File: config.mk
export PLATFORM = sky130hd
export DESIGN_NAME = segta_wrap_flat
export DESIGN_NICKNAME = d
export VERILOG_FILES = /design/src/rtl/segta_pkg.sv /design/src/rtl/segta_if.sv /design/src/rtl/segta_wrap.sv /design/src/flat_wrapper.sv
export SDC_FILE = /design/constraint.sdc
export NUM_CORES = 1
export LEC_CHECK = 0
export BUFFER_PORTS_ARGS = -buffer_cell sky130_fd_sc_hd__buf_2
export CORE_MARGIN = 3
export CORE_UTILIZATION = 46
export DETAILED_ROUTE_END_ITERATION = 10
export PLACE_DENSITY_LB_ADDON = 0.25
export SETUP_SLACK_MARGIN = 0.2
export SLEW_MARGIN = 20
export SYNTH_ARGS = -nofsm -noshare
export SYNTH_HDL_FRONTEND = slang
export SYNTH_SLANG_ARGS = --single-unit
File: constraint.sdc
create_clock -name clk -period 1.17 [get_ports clk]
set_input_delay 0.117 -clock clk [delete_from_list [all_inputs] [get_ports clk]]
set_output_delay 0.117 -clock clk [all_outputs]
set_load 0.03 [all_outputs]
File: src/rtl/segta_pkg.sv
`timescale 1ns / 1ps

package segta_pkg;

	localparam int DEF_CORDIC_STEPS = 16;
	localparam int DEF_COORD_WIDTH  = 32;

	// Width of every coordinate field on the input channel
	localparam int FIELD_W = 32;
	// Result angle, binary units with pi = 32768
	localparam int ANGLE_W = 17;
	// Heading accumulator: quarter-turn pre-rotation plus the arctangent sum stays below 2^16
	localparam int Z_W     = 17;
	// Difference of two headings before wrapping
	localparam int DIFF_W  = 18;

	localparam int HALF_TURN    = 32768;
	localparam int FULL_TURN    = 65536;
	localparam int QUARTER_TURN = 16384;

	localparam int MAX_STEPS = 32;

	// atan(2^-i) in binary angle units, rounded
	localparam logic [15:0] ATAN_UNITS [MAX_STEPS] = '{
		16'd8192, 16'd4836, 16'd2555, 16'd1297, 16'd651, 16'd326, 16'd163, 16'd81,
		16'd41,   16'd20,   16'd10,   16'd5,    16'd3,   16'd1,   16'd1,   16'd0,
		16'd0,    16'd0,    16'd0,    16'd0,    16'd0,   16'd0,   16'd0,   16'd0,
		16'd0,    16'd0,    16'd0,    16'd0,    16'd0,   16'd0,   16'd0,   16'd0
	};

	typedef struct packed {
		logic valid;
		logic undef;
	} segta_ctl_t;

endpackage

File: src/rtl/segta_if.sv


interface segta_turn_if;
	logic                                 valid;
	logic                                 ready;
	logic signed [segta_pkg::ANGLE_W-1:0] turn_angle;
	logic                                 angle_undefined;

	modport source (
		output valid, turn_angle, angle_undefined,
		input  ready
	);
	modport sink (
		input  valid, turn_angle, angle_undefined,
		output ready
	);
endinterface

File: src/rtl/segta_wrap.sv
`timescale 1ns / 1ps

module segta_wrap (
	input  logic                              clk,
	input  logic                              arst_n,
	input  segta_pkg::segta_ctl_t             ctl,
	input  logic signed [segta_pkg::Z_W-1:0]  fz,
	input  logic signed [segta_pkg::Z_W-1:0]  tz,
	output logic                              en,
	segta_turn_if.source                      turn
);
	import segta_pkg::*;

	localparam logic signed [DIFF_W-1:0] HALF_D = DIFF_W'(HALF_TURN);
	localparam logic signed [DIFF_W-1:0] FULL_D = DIFF_W'(FULL_TURN);

	logic                       valid_q;
	logic signed [ANGLE_W-1:0]  angle_q;
	logic                       undef_q;

	logic signed [DIFF_W-1:0]   diff, wrapped;

	always_comb begin
		diff = DIFF_W'(fz) - DIFF_W'(tz);
		if (diff > HALF_D) begin
			wrapped = diff - FULL_D;
		end else if (diff < -HALF_D) begin
			wrapped = diff + FULL_D;
		end else begin
			wrapped = diff;
		end
	end

	// whole chain advances unless a finished beat is held at the output
	assign en = !valid_q || turn.ready;

	always_ff @(posedge clk or negedge arst_n) begin
		if (!arst_n) begin
			valid_q <= 1'b0;
		end else if (en) begin
			valid_q <= ctl.valid;
		end
	end

	always_ff @(posedge clk) begin
		if (en) begin
			undef_q <= ctl.undef;
			angle_q <= ctl.undef ? '0 : ANGLE_W'(wrapped);
		end
	end

	assign turn.valid           = valid_q;
	assign turn.turn_angle      = angle_q;
	assign turn.angle_undefined = undef_q;

endmodule

File: src/flat_wrapper.sv
// flat-port wrapper written by rule: the top's interface ports become plain ports
module segta_wrap_flat import segta_pkg::*;
  (clk, arst_n, ctl, fz, tz, en, turn_valid, turn_turn_angle, turn_angle_undefined, turn_ready);
  segta_turn_if turn_i ();
  input  logic clk;
  input  logic arst_n;
  input  segta_pkg::segta_ctl_t ctl;
  input  logic signed [segta_pkg::Z_W-1:0] fz;
  input  logic signed [segta_pkg::Z_W-1:0] tz;
  output logic en;
  output wire logic [$bits(turn_i.valid)-1:0] turn_valid;
  output wire logic [$bits(turn_i.turn_angle)-1:0] turn_turn_angle;
  output wire logic [$bits(turn_i.angle_undefined)-1:0] turn_angle_undefined;
  input wire logic [$bits(turn_i.ready)-1:0] turn_ready;
  assign turn_valid = turn_i.valid;
  assign turn_turn_angle = turn_i.turn_angle;
  assign turn_angle_undefined = turn_i.angle_undefined;
  assign turn_i.ready = turn_ready;
  segta_wrap u_core (.clk(clk), .arst_n(arst_n), .ctl(ctl), .fz(fz), .tz(tz), .en(en), .turn(turn_i));
endmodule
# Yosys cells after proc, flatten, opt, wreduce, memory -nomap -nowiden
# Index checks and enable logic that the tools add are counted.
# word_totals
wordCells	12
ff_bits	19
out_inout_bits	20
# op_classes
mux	2
order_cmp	2
reduce_logical	2
n_addsub	3
# op_table
operator	count
two-way mux 17 bit	2
greater-than comparator 18 x 17 -> 1 bit (second input constant)	1
< comparator 18 x 16 -> 1 bit (second input constant)	1
subtractor 17 x 17 -> 18 bit	1
adder 17 bit (second input constant)	1
subtractor 17 bit (second input constant)	1
zero test 1 bit	1
logical OR 1 bit	1

# Longest topological paths before layout
# Gate-level depths: netlist of the first run.
# logic_depth
ltp_word	4
ltp_mapped	11

# Worst setup path before layout of the first run
# No wires, ideal clock.
# synth_timing
kind	input port to flip-flop
start	input port fz[0] (netlist bit)
end	register u_core.angle_q[16], in the netlist u_core.turn.turn_angle[16], data pin
setup_ns	0.267
path_slack_ns	-1.056
t_required_ns	0.903
path_buffers	0
arrival_time_ns	1.959
cell_stages	11
path_cell_list	inv_1 ha_1 fa_1 xor2_1 nand4_1 a21oi_1 o221ai_1 nor4_1 nand4_1 o41ai_1 a31oi_1
# synth_via
elab_chain_cells	4
# synth_rtl
item	line	source
start: declaration	flat_wrapper.sv:8	input logic signed [segta_pkg::Z_W-1:0] fz;
subtractor 17 x 17 -> 18 bit (*)	segta_wrap.sv:24	diff = DIFF_W'(fz) - DIFF_W'(tz);
adder 17 bit / < comparator 18 x 16 -> 1 bit (equally long branches)	segta_wrap.sv:28, segta_wrap.sv:27	
two-way mux 17 bit	segta_wrap.sv:27	end else if (diff < -HALF_D) begin
two-way mux 17 bit (*)	segta_wrap.sv:25	if (diff > HALF_D) begin
end signal: assignment	segta_wrap.sv:48	angle_q <= ctl.undef ? '0 : ANGLE_W'(wrapped);
end: declaration	segta_wrap.sv:18	logic signed [ANGLE_W-1:0] angle_q;
# Every way passes the cells marked *; elsewhere a longest branch is shown, timed or not.
# A chain may end at the register's enable or synchronous reset.

# Final worst setup path of the first run
# Ends and elaborated chain as after synthesis.

==> results of run 1 <==
through the flow:
stage / total power, mW / worst slack, ns / hold WS (ns) / utilization / cells
2_1_floorplan: 1.75 / -0.934 / -0.179 / - / 194
3_3_place_gp: 2.23 / -1.25 / -0.107 / 0.776 / 341
3_5_place_dp: 2.28 / -1.32 / -0.106 / 0.776 / 341
4_1_cts: 2.89 / -0.898 / 0.114 / 0.872 / 353
5_1_grt: 3.45 / -1.34 / 0.0870 / 0.935 / 358
6_report: 3.34 / -1.29 / 0.0960 / 0.935 / 358
report_power, final:
group | leakage, nW | switching [mW] | total (mW) | internal, mW
Sequential | 0.200 | 0.0387 | 0.894 | 0.855
Combinational | 1.23 | 1.09 | 1.98 | 0.891
Clock | 0.0255 | 0.221 | 0.458 | 0.237
worst max-delay path: stages:
cell and delay (ns):
sky130_fd_sc_hd__buf_12 0.11, sky130_fd_sc_hd__inv_12 0.04, sky130_fd_sc_hd__ha_4 0.13, sky130_fd_sc_hd__fa_2 0.23, sky130_fd_sc_hd__nor2b_4 0.05, sky130_fd_sc_hd__o31a_1 0.30, sky130_fd_sc_hd__a2111oi_4 0.42, sky130_fd_sc_hd__nor3_4 0.10
sky130_fd_sc_hd__nor3_2 0.18, sky130_fd_sc_hd__a21oi_1 0.14, sky130_fd_sc_hd__o41ai_2 0.46, sky130_fd_sc_hd__a31oi_1 0.15
path summary, 6_finish.rpt:
path | start | endpoint | cells past startpoint
worst min register to register | u_core.turn.valid$_DFFE_PN0P_ | u_core.turn.valid$_DFFE_PN0P_ | 3
worst max register to register | u_core.turn.valid$_DFFE_PN0P_ | u_core.turn.turn_angle[0]$_SDFFCE_PP0P_ | 2
worst min-delay path | ctl[1] | u_core.turn.valid$_DFFE_PN0P_ | 2
min in group asynchronous | arst_n | u_core.turn.valid$_DFFE_PN0P_ | 2
worst max-delay path | fz[0] | u_core.turn.turn_angle[16]$_SDFFCE_PP0P_ | 12
max in group asynchronous | arst_n | u_core.turn.valid$_DFFE_PN0P_ | 2
sequential cells by signal, indices dropped and copies added (netlist names):
| register | count |
|---|---|
| u_core.turn.turn_angle | 17 |
| u_core.turn.angle_undefined | 1 |
| u_core.turn.valid | 1 |
repair_timing:
item / in CTS / in global routing
endpoints found under the hold margin: 1 / 0
hold buffers: 1 / 0
gates resized for setup: 47 / 39
cloned: 1 / 1
pin swaps: 16 / 15
buffers inserted: 6 / 4
setup endpoints to repair: 36 / 41
cells by family after synthesis:
kind of cell	Yosys count	synth area share
XOR/XNOR	13	0.0668
adder cells (fa/ha/maj)	18	0.136
flip-flops	19	0.332
multiplexers	1	0.00587
AND/OR/NAND/NOR	59	0.182
AO/OA/AOI/OAI	51	0.202
buffers and inverters	33	0.0756
metal layers:
metal / wire length, um / part of all wire
met3: 1070 / 0.12
met2: 4180 / 0.46
met1: 2990 / 0.33
met4: 761 / 0.084
met5: 0 / 0
cells in the final DEF, fill, tap and decap left out, drive strengths merged, types with 2 or more instances in the layout:
| cell type | instances |
|---|---|
| a21boi | 2 |
| nand2b | 6 |
| xor2 | 3 |
| a21oi | 14 |
| nor3b | 2 |
| buf | 117 |
| o21ai | 7 |
| nor3 | 9 |
| a211oi | 2 |
| clkbuf | 3 |
| nand4 | 2 |
| nand2 | 9 |
| nor2b | 6 |
| inv | 27 |
| or2 | 2 |
| ha | 17 |
| o21a | 3 |
| nor2 | 19 |
| o211ai | 2 |
| xnor2 | 10 |
| o21bai | 3 |
| a31oi | 4 |
| edfxtp | 18 |
| a21o | 3 |
| a2111oi | 2 |
layout make-up:
class,count,area (um^2)
Multi-Input combinational cell,144,1480
Clock inverter,1,5.00
Inverter,27,191
Fill cell,118,223
Clock buffer,3,41.3
Timing Repair Buffer,118,878
Sequential cell,19,567
Tap cell,46,57.6
==> flow_metrics.tcl, run 1 <==
set metrics [dict create \
    run_status "finished with violations" \
    violations "negative setup slack" \
    timing.final.crit_period_ns 2.46 \
    drv_slew 0 \
    grt_antenna_before_repair 0 \
    post_synth_top_area_cell "sky130_fd_sc_hd__edfxtp_1" \
    timing.critical_path.arrival_ns 2.46 \
    cts_tree "done" \
    synthTopCellsByArea "sky130_fd_sc_hd__edfxtp_1 32%, sky130_fd_sc_hd__ha_1 12%, sky130_fd_sc_hd__inv_1 5.9%, sky130_fd_sc_hd__xnor2_1 5.1%, sky130_fd_sc_hd__nor2_1 4.2%" \
    grt_use_met3 0.0641 \
    p_leak_nw 1.45 \
    cp.required_ns 1.17 \
    timing.critical_path.to_type "flop" \
    synthesis.nets 251 \
    grt_overflow 0 \
    tritoncts.num_buffers 3 \
    port-buffer-count 58 \
    syn_to_final_growth_pct 88.8 \
    drive_gt1_frac 0.625 \
    sequential_element_share_of_the_synthesized_area 0.332 \
    final.setup_skew_ns 0.00969 \
    hold_viol 0 \
    globalplace.congestion 0.865 \
    fmax_mhz 406 \
    min_path_type "in2reg" \
    main_synth_ff_type "sky130_fd_sc_hd__edfxtp_1" \
    slew-limit-headroom 0.621 \
    grt_busiest_layer "met2" \
    synth-edff-count 18 \
    cts_max_path_buffers 2 \
    vias_in_the_first_global_route 2124 \
    worstMarginPinSlew_ns 0.563 \
    unrepaired_setup_endpoints_after_global_routing "true" \
    placement.cell_area_um2 2670 \
    firstDrtPassIters 5 \
    global_route.usage.met2 0.577 \
    period_share 2.10 \
    wire_length_of_the_first_global_routing_pass_um 10600 \
    setup.worst_path.class "in2reg" \
    die-area_um2 4470 \
    iter_0_drt_violations 315 \
    antenna-diode-count 0 \
    timing.reg2reg.setup_slack_ns 0.17 \
    clock_tree.root_cell "sky130_fd_sc_hd__clkbuf_8" \
    final_cell_area_um2 3220 \
    initial_core_util 0.495 \
    synth-seq-cells 19 \
    die_width_um 66.9 \
    largest_net_degree_at_the_start_of_global_routing 13 \
    cts.sinks 19 \
    cap_viol_max_count 0 \
    clock_insertion_delay_worst_skew_ns 0.26 \
    syn_avg_cell_area_um2 8.79 \
    antenna_violating_nets_post_route 0 \
    postRouteWirelength_um 9010 \
    ios 59 \
    vdd.ir_drop.worst_mv 0.595 \
    synth_top_area_share 0.317 \
    synthArstFlopShare 0.0526 \
    finalWorstSetupSlack_ns -1.29 \
    clk_pin_slew_worst_paths_ns 0.08 \
    final_net_count 370 \
    most_frequent_cell_after_synthesis "sky130_fd_sc_hd__inv_1" \
    setup_violations 14 \
    globalRouteTotalUtil 0.317 \
    ys.warnings.count 0 \
    synth.distinct_cells 50 \
    dp_hpwl_um 3850 \
    htree_levels 1 \
    worstPathMaxFanout 5 \
    pwr_density_cell_nw_per_um2 1040 \
    drc 0 \
    floorplan.core_area_um2 3440 \
    yosys-top-cells-count "27 x sky130_fd_sc_hd__inv_1, 19 x sky130_fd_sc_hd__nor2_1, 18 x sky130_fd_sc_hd__edfxtp_1" \
    rows 21 \
    chipHeight_um 66.9 \
    postSynthCellCount 194 \
    startpoint_type "input port" \
    wire_per_inst_um 25.2 \
    vias 2273 \
    syn_area_um2 1710 \
    post_drt_via_cell_ratio 6.35 \
    tns_ns -8.93 \
    met1_track_usage_gr 0.355 \
]
(Power assumes the default switching activity.)
==> inputs of run 2 (changes only) <==
CELL_PAD_IN_SITES_DETAIL_PLACEMENT = 1   (was not set)
CELL_PAD_IN_SITES_GLOBAL_PLACEMENT = 1   (was not set)
CORE_UTILIZATION = 33   (was 46)
==> run 2 against run 1 <==
Compared with the run above:
- the flow still finishes with violations (negative setup slack)
- cell count increased by 6.4%
- hold slack got worse by 0.038 ns
- global-route usage decreased by 8.9 points
- cell area increased by 0.78%
- critical path depth unchanged
- first-iteration DRC count decreased by 58%
==> flow_metrics.tcl, run 2 (synthesized netlist as in run 1, its figures left out) <==
set metrics [dict create \
    finalWorstSetupSlack_ns -1.19 \
    unrepaired_setup_endpoints_after_global_routing "true" \
    violations "negative setup slack" \
    grt_overflow 0 \
    globalplace.congestion 0.800 \
    timing.critical_path.arrival_ns 2.46 \
    globalRouteTotalUtil 0.228 \
    pwr_density_cell_nw_per_um2 1020 \
    grt_antenna_before_repair 0 \
    worstPathMaxFanout 5 \
    syn_to_final_growth_pct 90.2 \
    chipHeight_um 77.9 \
    holdPathEnd "u_core.turn.valid$_DFFE_PN0P_" \
    wire_length_of_the_first_global_routing_pass_um 10900 \
    ios 59 \
    antenna_violating_nets_post_route 0 \
    dp_hpwl_um 4750 \
    startpoint_type "input port" \
    reg_to_reg_startpoint "u_core.turn.valid$_DFFE_PN0P_" \
    final.setup_skew_ns 0.00606 \
    tritoncts.num_buffers 3 \
    fmax_mhz 424 \
    final_cell_count_no_fill 381 \
    cts.sinks 19 \
    drv_slew 0 \
    placement.cell_area_um2 2710 \
    worstMarginPinSlew_ns 0.344 \
    clock_insertion_delay_worst_skew_ns 0.26 \
    period_share 2.02 \
    layout.cells.most_common "sky130_fd_sc_hd__buf_4" \
    largest_net_degree_at_the_start_of_global_routing 12 \
    initial_core_util 0.352 \
    drive_gt1_frac 0.634 \
    r2r-end "u_core.turn.turn_angle[9]$_SDFFCE_PP0P_" \
    timing.final.crit_period_ns 2.36 \
    cp.required_ns 1.27 \
    floorplan.core_area_um2 4850 \
    port-buffer-count 58 \
    drc 0 \
    run_status "finished with violations" \
    cts_tree "done" \
    firstDrtPassIters 4 \
    final_net_count 372 \
    hp-start "ctl[1]" \
    timing.reg2reg.setup_slack_ns 0.13 \
    layout_common_cells "56 x sky130_fd_sc_hd__buf_4, 43 x sky130_fd_sc_hd__buf_2, 18 x sky130_fd_sc_hd__edfxtp_1" \
    clk_pin_slew_worst_paths_ns 0.07 \
    place.detailed.instances 363 \
    vias_in_the_first_global_route 2163 \
    largest_register_ff_count 17 \
    htree_levels 1 \
    setup.worst_path.class "in2reg" \
    post_drt_via_cell_ratio 5.50 \
    final_cell_area_um2 3240 \
    cap_viol_max_count 0 \
    slew-limit-headroom 0.769 \
    r2r_cells 2 \
    hold_viol 0 \
    min_delay_path_depth 2 \
    rows 25 \
    pre_cts_slack_ns -1.42 \
    antenna-diode-count 0 \
    iter_0_drt_violations 133 \
    vias 2095 \
    p_leak_nw 1.45 \
    setup_violations 15 \
    cts_max_path_buffers 2 \
    vdd.ir_drop.worst_mv 0.485 \
    min_path_type "in2reg" \
    die-area_um2 6070 \
    postRouteWirelength_um 8800 \
    die_width_um 77.9 \
    wire_per_inst_um 23.1 \
    clock_tree.root_cell "sky130_fd_sc_hd__clkbuf_8" \
    timing.critical_path.to_type "flop" \
]
## run 2: worst max-delay path by stage
stage / from / end / slack [ns] / cells after the start
2_1_floorplan: fz[0] / u_core.turn.turn_angle[16]$_SDFFCE_PP0P_ / -0.93 / 11
3_3_place_gp: fz[0] / u_core.turn.turn_angle[16]$_SDFFCE_PP0P_ / -1.29 / 12
3_5_place_dp: fz[0] / u_core.turn.turn_angle[16]$_SDFFCE_PP0P_ / -1.42 / 12
4_1_cts: fz[0] / u_core.turn.turn_angle[16]$_SDFFCE_PP0P_ / -1.02 / 12
5_1_grt: fz[0] / u_core.turn.turn_angle[16]$_SDFFCE_PP0P_ / -1.28 / 12
6_report: fz[0] / u_core.turn.turn_angle[16]$_SDFFCE_PP0P_ / -1.19 / 12
## run 2: report_power, final
group,total (mW),switching [mW],internal (mW)
registers,0.902,0.0465,0.855
logic,1.94,1.04,0.906
clock network,0.475,0.232,0.242
total,3.32,1.32,2.00
## run 2: routing by layer
metal	vias to the layer above	part of all wire	track usage
met5	-	0	0
met4	0	0.048	0.0534
met1	1025	0.37	0.257
li1	933	-	-
met3	32	0.057	0.0244
met2	105	0.53	0.450
## run 2: per-stage QoR
step / TNS [ns] / utilization / hold slack (ns) / total power, mW
detailed placement: -11.69 / 0.558 / -0.102 / 2.34
global placement: -10.69 / 0.558 / -0.106 / 2.27
floorplan: -5.06 / - / -0.179 / 1.75
global route: -9.30 / 0.669 / 0.0658 / 3.47
CTS: -6.85 / 0.624 / 0.0611 / 2.97
finish: -8.69 / 0.669 / 0.0584 / 3.32
## run 2: worst max-delay path, cell delays in order
cell,delay (ns)
sky130_fd_sc_hd__buf_12,0.11
sky130_fd_sc_hd__inv_12,0.04
sky130_fd_sc_hd__ha_4,0.14
sky130_fd_sc_hd__fa_2,0.28
sky130_fd_sc_hd__nor2b_4,0.07
sky130_fd_sc_hd__o31a_1,0.29
sky130_fd_sc_hd__a2111oi_4,0.35
sky130_fd_sc_hd__nor3_4,0.11
sky130_fd_sc_hd__a21o_1,0.21
sky130_fd_sc_hd__a311oi_2,0.37
sky130_fd_sc_hd__o41ai_2,0.16
sky130_fd_sc_hd__a31oi_1,0.20
## run 2: cell type report
class | count | area (um^2)
fillers | 519 | 1600
multi-input cells | 144 | 1460
repair buffers | 120 | 901
flip-flops and latches | 19 | 567
inverters | 27 | 191
well taps | 67 | 83.8
clock buffers | 4 | 45.0
## run 2: timing repair
action,CTS,global route
resized for setup,47,38
buffers inserted,7,3
cloned,1,2
endpoints found under the setup margin,37,43
pin swaps,19,14
hold buffers,1,0
endpoints found under the hold margin,1,0
==> inputs of run 3 (changes only) <==
ABC_AREA = 1   (was not set)
CORE_UTILIZATION = 32   (was 33)
==> run 3 against run 2 <==
Compared with the run above:
- the flow still finishes with violations (negative setup slack)
- routed wire length decreased by 14%
- clock skew decreased by 0.0045 ns
- first-iteration DRC count decreased by 65%
- critical path depth increased by 4
- sequential share of layout area decreased by 1.2 points
- synthesized cell count increased by 53%
- clock-buffer cell count decreased by 1
==> flow_metrics.tcl, run 3 <==
set metrics [dict create \
    synthTopCellsByArea "sky130_fd_sc_hd__edfxtp_1 27%, sky130_fd_sc_hd__nand2_1 18%, sky130_fd_sc_hd__inv_1 12%, sky130_fd_sc_hd__ha_1 11%, sky130_fd_sc_hd__nand3_1 5.6%" \
    chipHeight_um 84.4 \
    timing.critical_path.max_delay_family "simple AND/OR/NAND/NOR gates" \
    finalWorstSetupSlack_ns -0.570 \
    cell_breakdown_of_the_critical_path "buf_8 -> inv_8 -> ha_4 -> fa_2 -> inv_4 -> nand2_2 -> nand2_2 -> nand3_4 -> nand2_2 -> nand2_1 -> nand2_1 -> nand4_1 -> nor2_2 -> nand4_1 -> nand2_1 -> a21oi_2" \
    clock_tree.root_cell "sky130_fd_sc_hd__clkbuf_8" \
    drc 0 \
    final.setup_skew_ns 0.00160 \
    htree_levels 1 \
    dp_hpwl_um 5400 \
    hold_slack_ns 0.0509 \
    hold_viol 0 \
    layout_common_cells "59 x sky130_fd_sc_hd__nand2_1, 51 x sky130_fd_sc_hd__buf_4, 49 x sky130_fd_sc_hd__buf_2" \
    worstMarginPinSlew_ns 0.480 \
    syn_area_um2 1970 \
    antenna_violating_nets_post_route 0 \
    clock_insertion_delay_worst_skew_ns 0.26 \
    timing.critical_path.to_type "flop" \
    total_power_mw 3.20 \
    cap_viol_max_count 0 \
    cts.sinks 19 \
    post_drt_via_cell_ratio 4.90 \
    min_path_type "in2reg" \
    startpoint_type "input port" \
    antenna-diode-count 0 \
    layout.cells.most_common "sky130_fd_sc_hd__nand2_1" \
    timing.final.crit_period_ns 1.74 \
    grt_overflow 0 \
    vdd.ir_drop.worst_mv 0.748 \
    cts_max_path_buffers 2 \
    fmax_mhz 575 \
    globalplace.congestion 0.804 \
    wire_per_inst_um 15.4 \
    crit_path_max_delay_cell_type "sky130_fd_sc_hd__fa_2" \
    postSynthCellCount 297 \
    initial_core_util 0.344 \
    pwr_density_cell_nw_per_um2 920 \
    critical_path.n_buffers_inverters 3 \
    synth-edff-count 18 \
    iter_0_drt_violations 47 \
    cts_tree "done" \
    pre_cts_slack_ns -0.889 \
    vias 2414 \
    firstDrtPassIters 4 \
    p_leak_nw 1.79 \
    slew-limit-headroom 0.679 \
    grt_antenna_before_repair 0 \
    period_share 1.49 \
    yosys-top-cells-count "92 x sky130_fd_sc_hd__nand2_1, 61 x sky130_fd_sc_hd__inv_1, 29 x sky130_fd_sc_hd__nor2_1" \
    synth-seq-cells 19 \
    main_synth_ff_type "sky130_fd_sc_hd__edfxtp_1" \
    rows 27 \
    drive_gt1_frac 0.568 \
    vias_in_the_first_global_route 2501 \
    synthArstFlopShare 0.0526 \
    sequential_element_share_of_the_synthesized_area 0.288 \
    ys.warnings.count 0 \
    synth_top_area_share 0.275 \
    ios 59 \
    die_width_um 84.4 \
    worstPathMaxFanout 4 \
    setup_violations 13 \
    final_net_count 479 \
    drv_slew 0 \
    largest_net_degree_at_the_start_of_global_routing 19 \
    synth.distinct_cells 25 \
    syn_to_final_growth_pct 77.2 \
    cp.required_ns 1.17 \
    timing.critical_path.arrival_ns 1.74 \
    setup.worst_path.class "in2reg" \
    tns_ns -3.40 \
    syn_avg_cell_area_um2 6.62 \
    run_status "finished with violations" \
    postRouteWirelength_um 7600 \
    wire_length_of_the_first_global_routing_pass_um 11500 \
    violations "negative setup slack" \
    port-buffer-count 58 \
    unrepaired_setup_endpoints_after_global_routing "true" \
    die-area_um2 7120 \
    synthesis.nets 354 \
    critical-path-max-stage-delay_ns 0.36 \
    globalRouteTotalUtil 0.196 \
    clk_pin_slew_worst_paths_ns 0.07 \
    floorplan.core_area_um2 5710 \
    post_synth_top_area_cell "sky130_fd_sc_hd__edfxtp_1" \
    most_frequent_cell_after_synthesis "sky130_fd_sc_hd__nand2_1" \
    largest_register_ff_count 17 \
    tritoncts.num_buffers 3 \
]
[run 3: cell type report]
cell class	count	area, um^2
fill	704	2230
timing repair buffer	121	885
tap	72	90.1
clock buffer	3	41.3
sequential	19	567
multi-input combinational	214	1630
inverter	63	264
clock inverter	1	5.00
[run 3: path summary, 6_finish.rpt]
kind / from / to / slack (ns) / depth (start not counted)
setup reg to reg: u_core.turn.valid$_DFFE_PN0P_ / u_core.turn.turn_angle[9]$_SDFFCE_PP0P_ / 0.18 / 2
hold / removal: ctl[1] / u_core.turn.valid$_DFFE_PN0P_ / 0.05 / 3
max in group asynchronous: arst_n / u_core.turn.valid$_DFFE_PN0P_ / 0.91 / 2
hold reg to reg: u_core.turn.valid$_DFFE_PN0P_ / u_core.turn.valid$_DFFE_PN0P_ / 0.76 / 3
setup / recovery: fz[0] / u_core.turn.turn_angle[16]$_SDFFCE_PP0P_ / -0.57 / 16
min in group asynchronous: arst_n / u_core.turn.valid$_DFFE_PN0P_ / 0.17 / 2
[run 3: logic make-up (layout without fill, tap and decap cells)]
group / count (synthesis) / after routing / synth area share
buffers and inverters: 66 / 188 / 0.130
AOI/OAI and AO/OA: 21 / 21 / 0.0700
adders and majority gates: 18 / 18 / 0.118
and+or+nand+nor: 170 / 172 / 0.377
DFF: 19 / 19 / 0.288
xor gates and xnor gates: 3 / 3 / 0.0172
[run 3: metrics by stage]
stage                     cells  utilization  cell area [um^2]
after global placement      473        0.516              2950
after floorplan             297            -              2220
after global routing        493        0.610              3480
final                       493        0.610              3480
after CTS                   486        0.581              3310
after detailed placement    473        0.516              2950
[run 3: report_power, final]
group	total, mW	internal [mW]	switching (mW)
logic	1.87	0.832	1.04
clock network	0.456	0.237	0.219
registers	0.876	0.846	0.0300
[run 3: tightest hold or removal path: stages]
cell and delay (ns):
sky130_fd_sc_hd__buf_2 0.08, sky130_fd_sc_hd__inv_1 0.03, sky130_fd_sc_hd__nand2_1 0.05
[run 3: routing by layer]
layer | wire, um | part of all wire | GRT usage | vias up
li1 | - | - | - | 1180
met1 | 3040 | 0.40 | 0.225 | 1152
met2 | 4110 | 0.54 | 0.393 | 65
met3 | 258 | 0.034 | 0.00883 | 17
met4 | 190 | 0.025 | 0.0475 | 0
met5 | 0 | 0 | 0 | -
[run 3: timing repair]
| action | CTS | global route |
|---|---|---|
| setup endpoints to repair | 19 | 39 |
| endpoints found under the hold margin | 1 | 0 |
| buffers inserted | 7 | 5 |
| hold buffers | 1 | 0 |
| pin swaps | 34 | 15 |
| gates resized for setup | 70 | 30 |
| cloned | 1 | 2 |
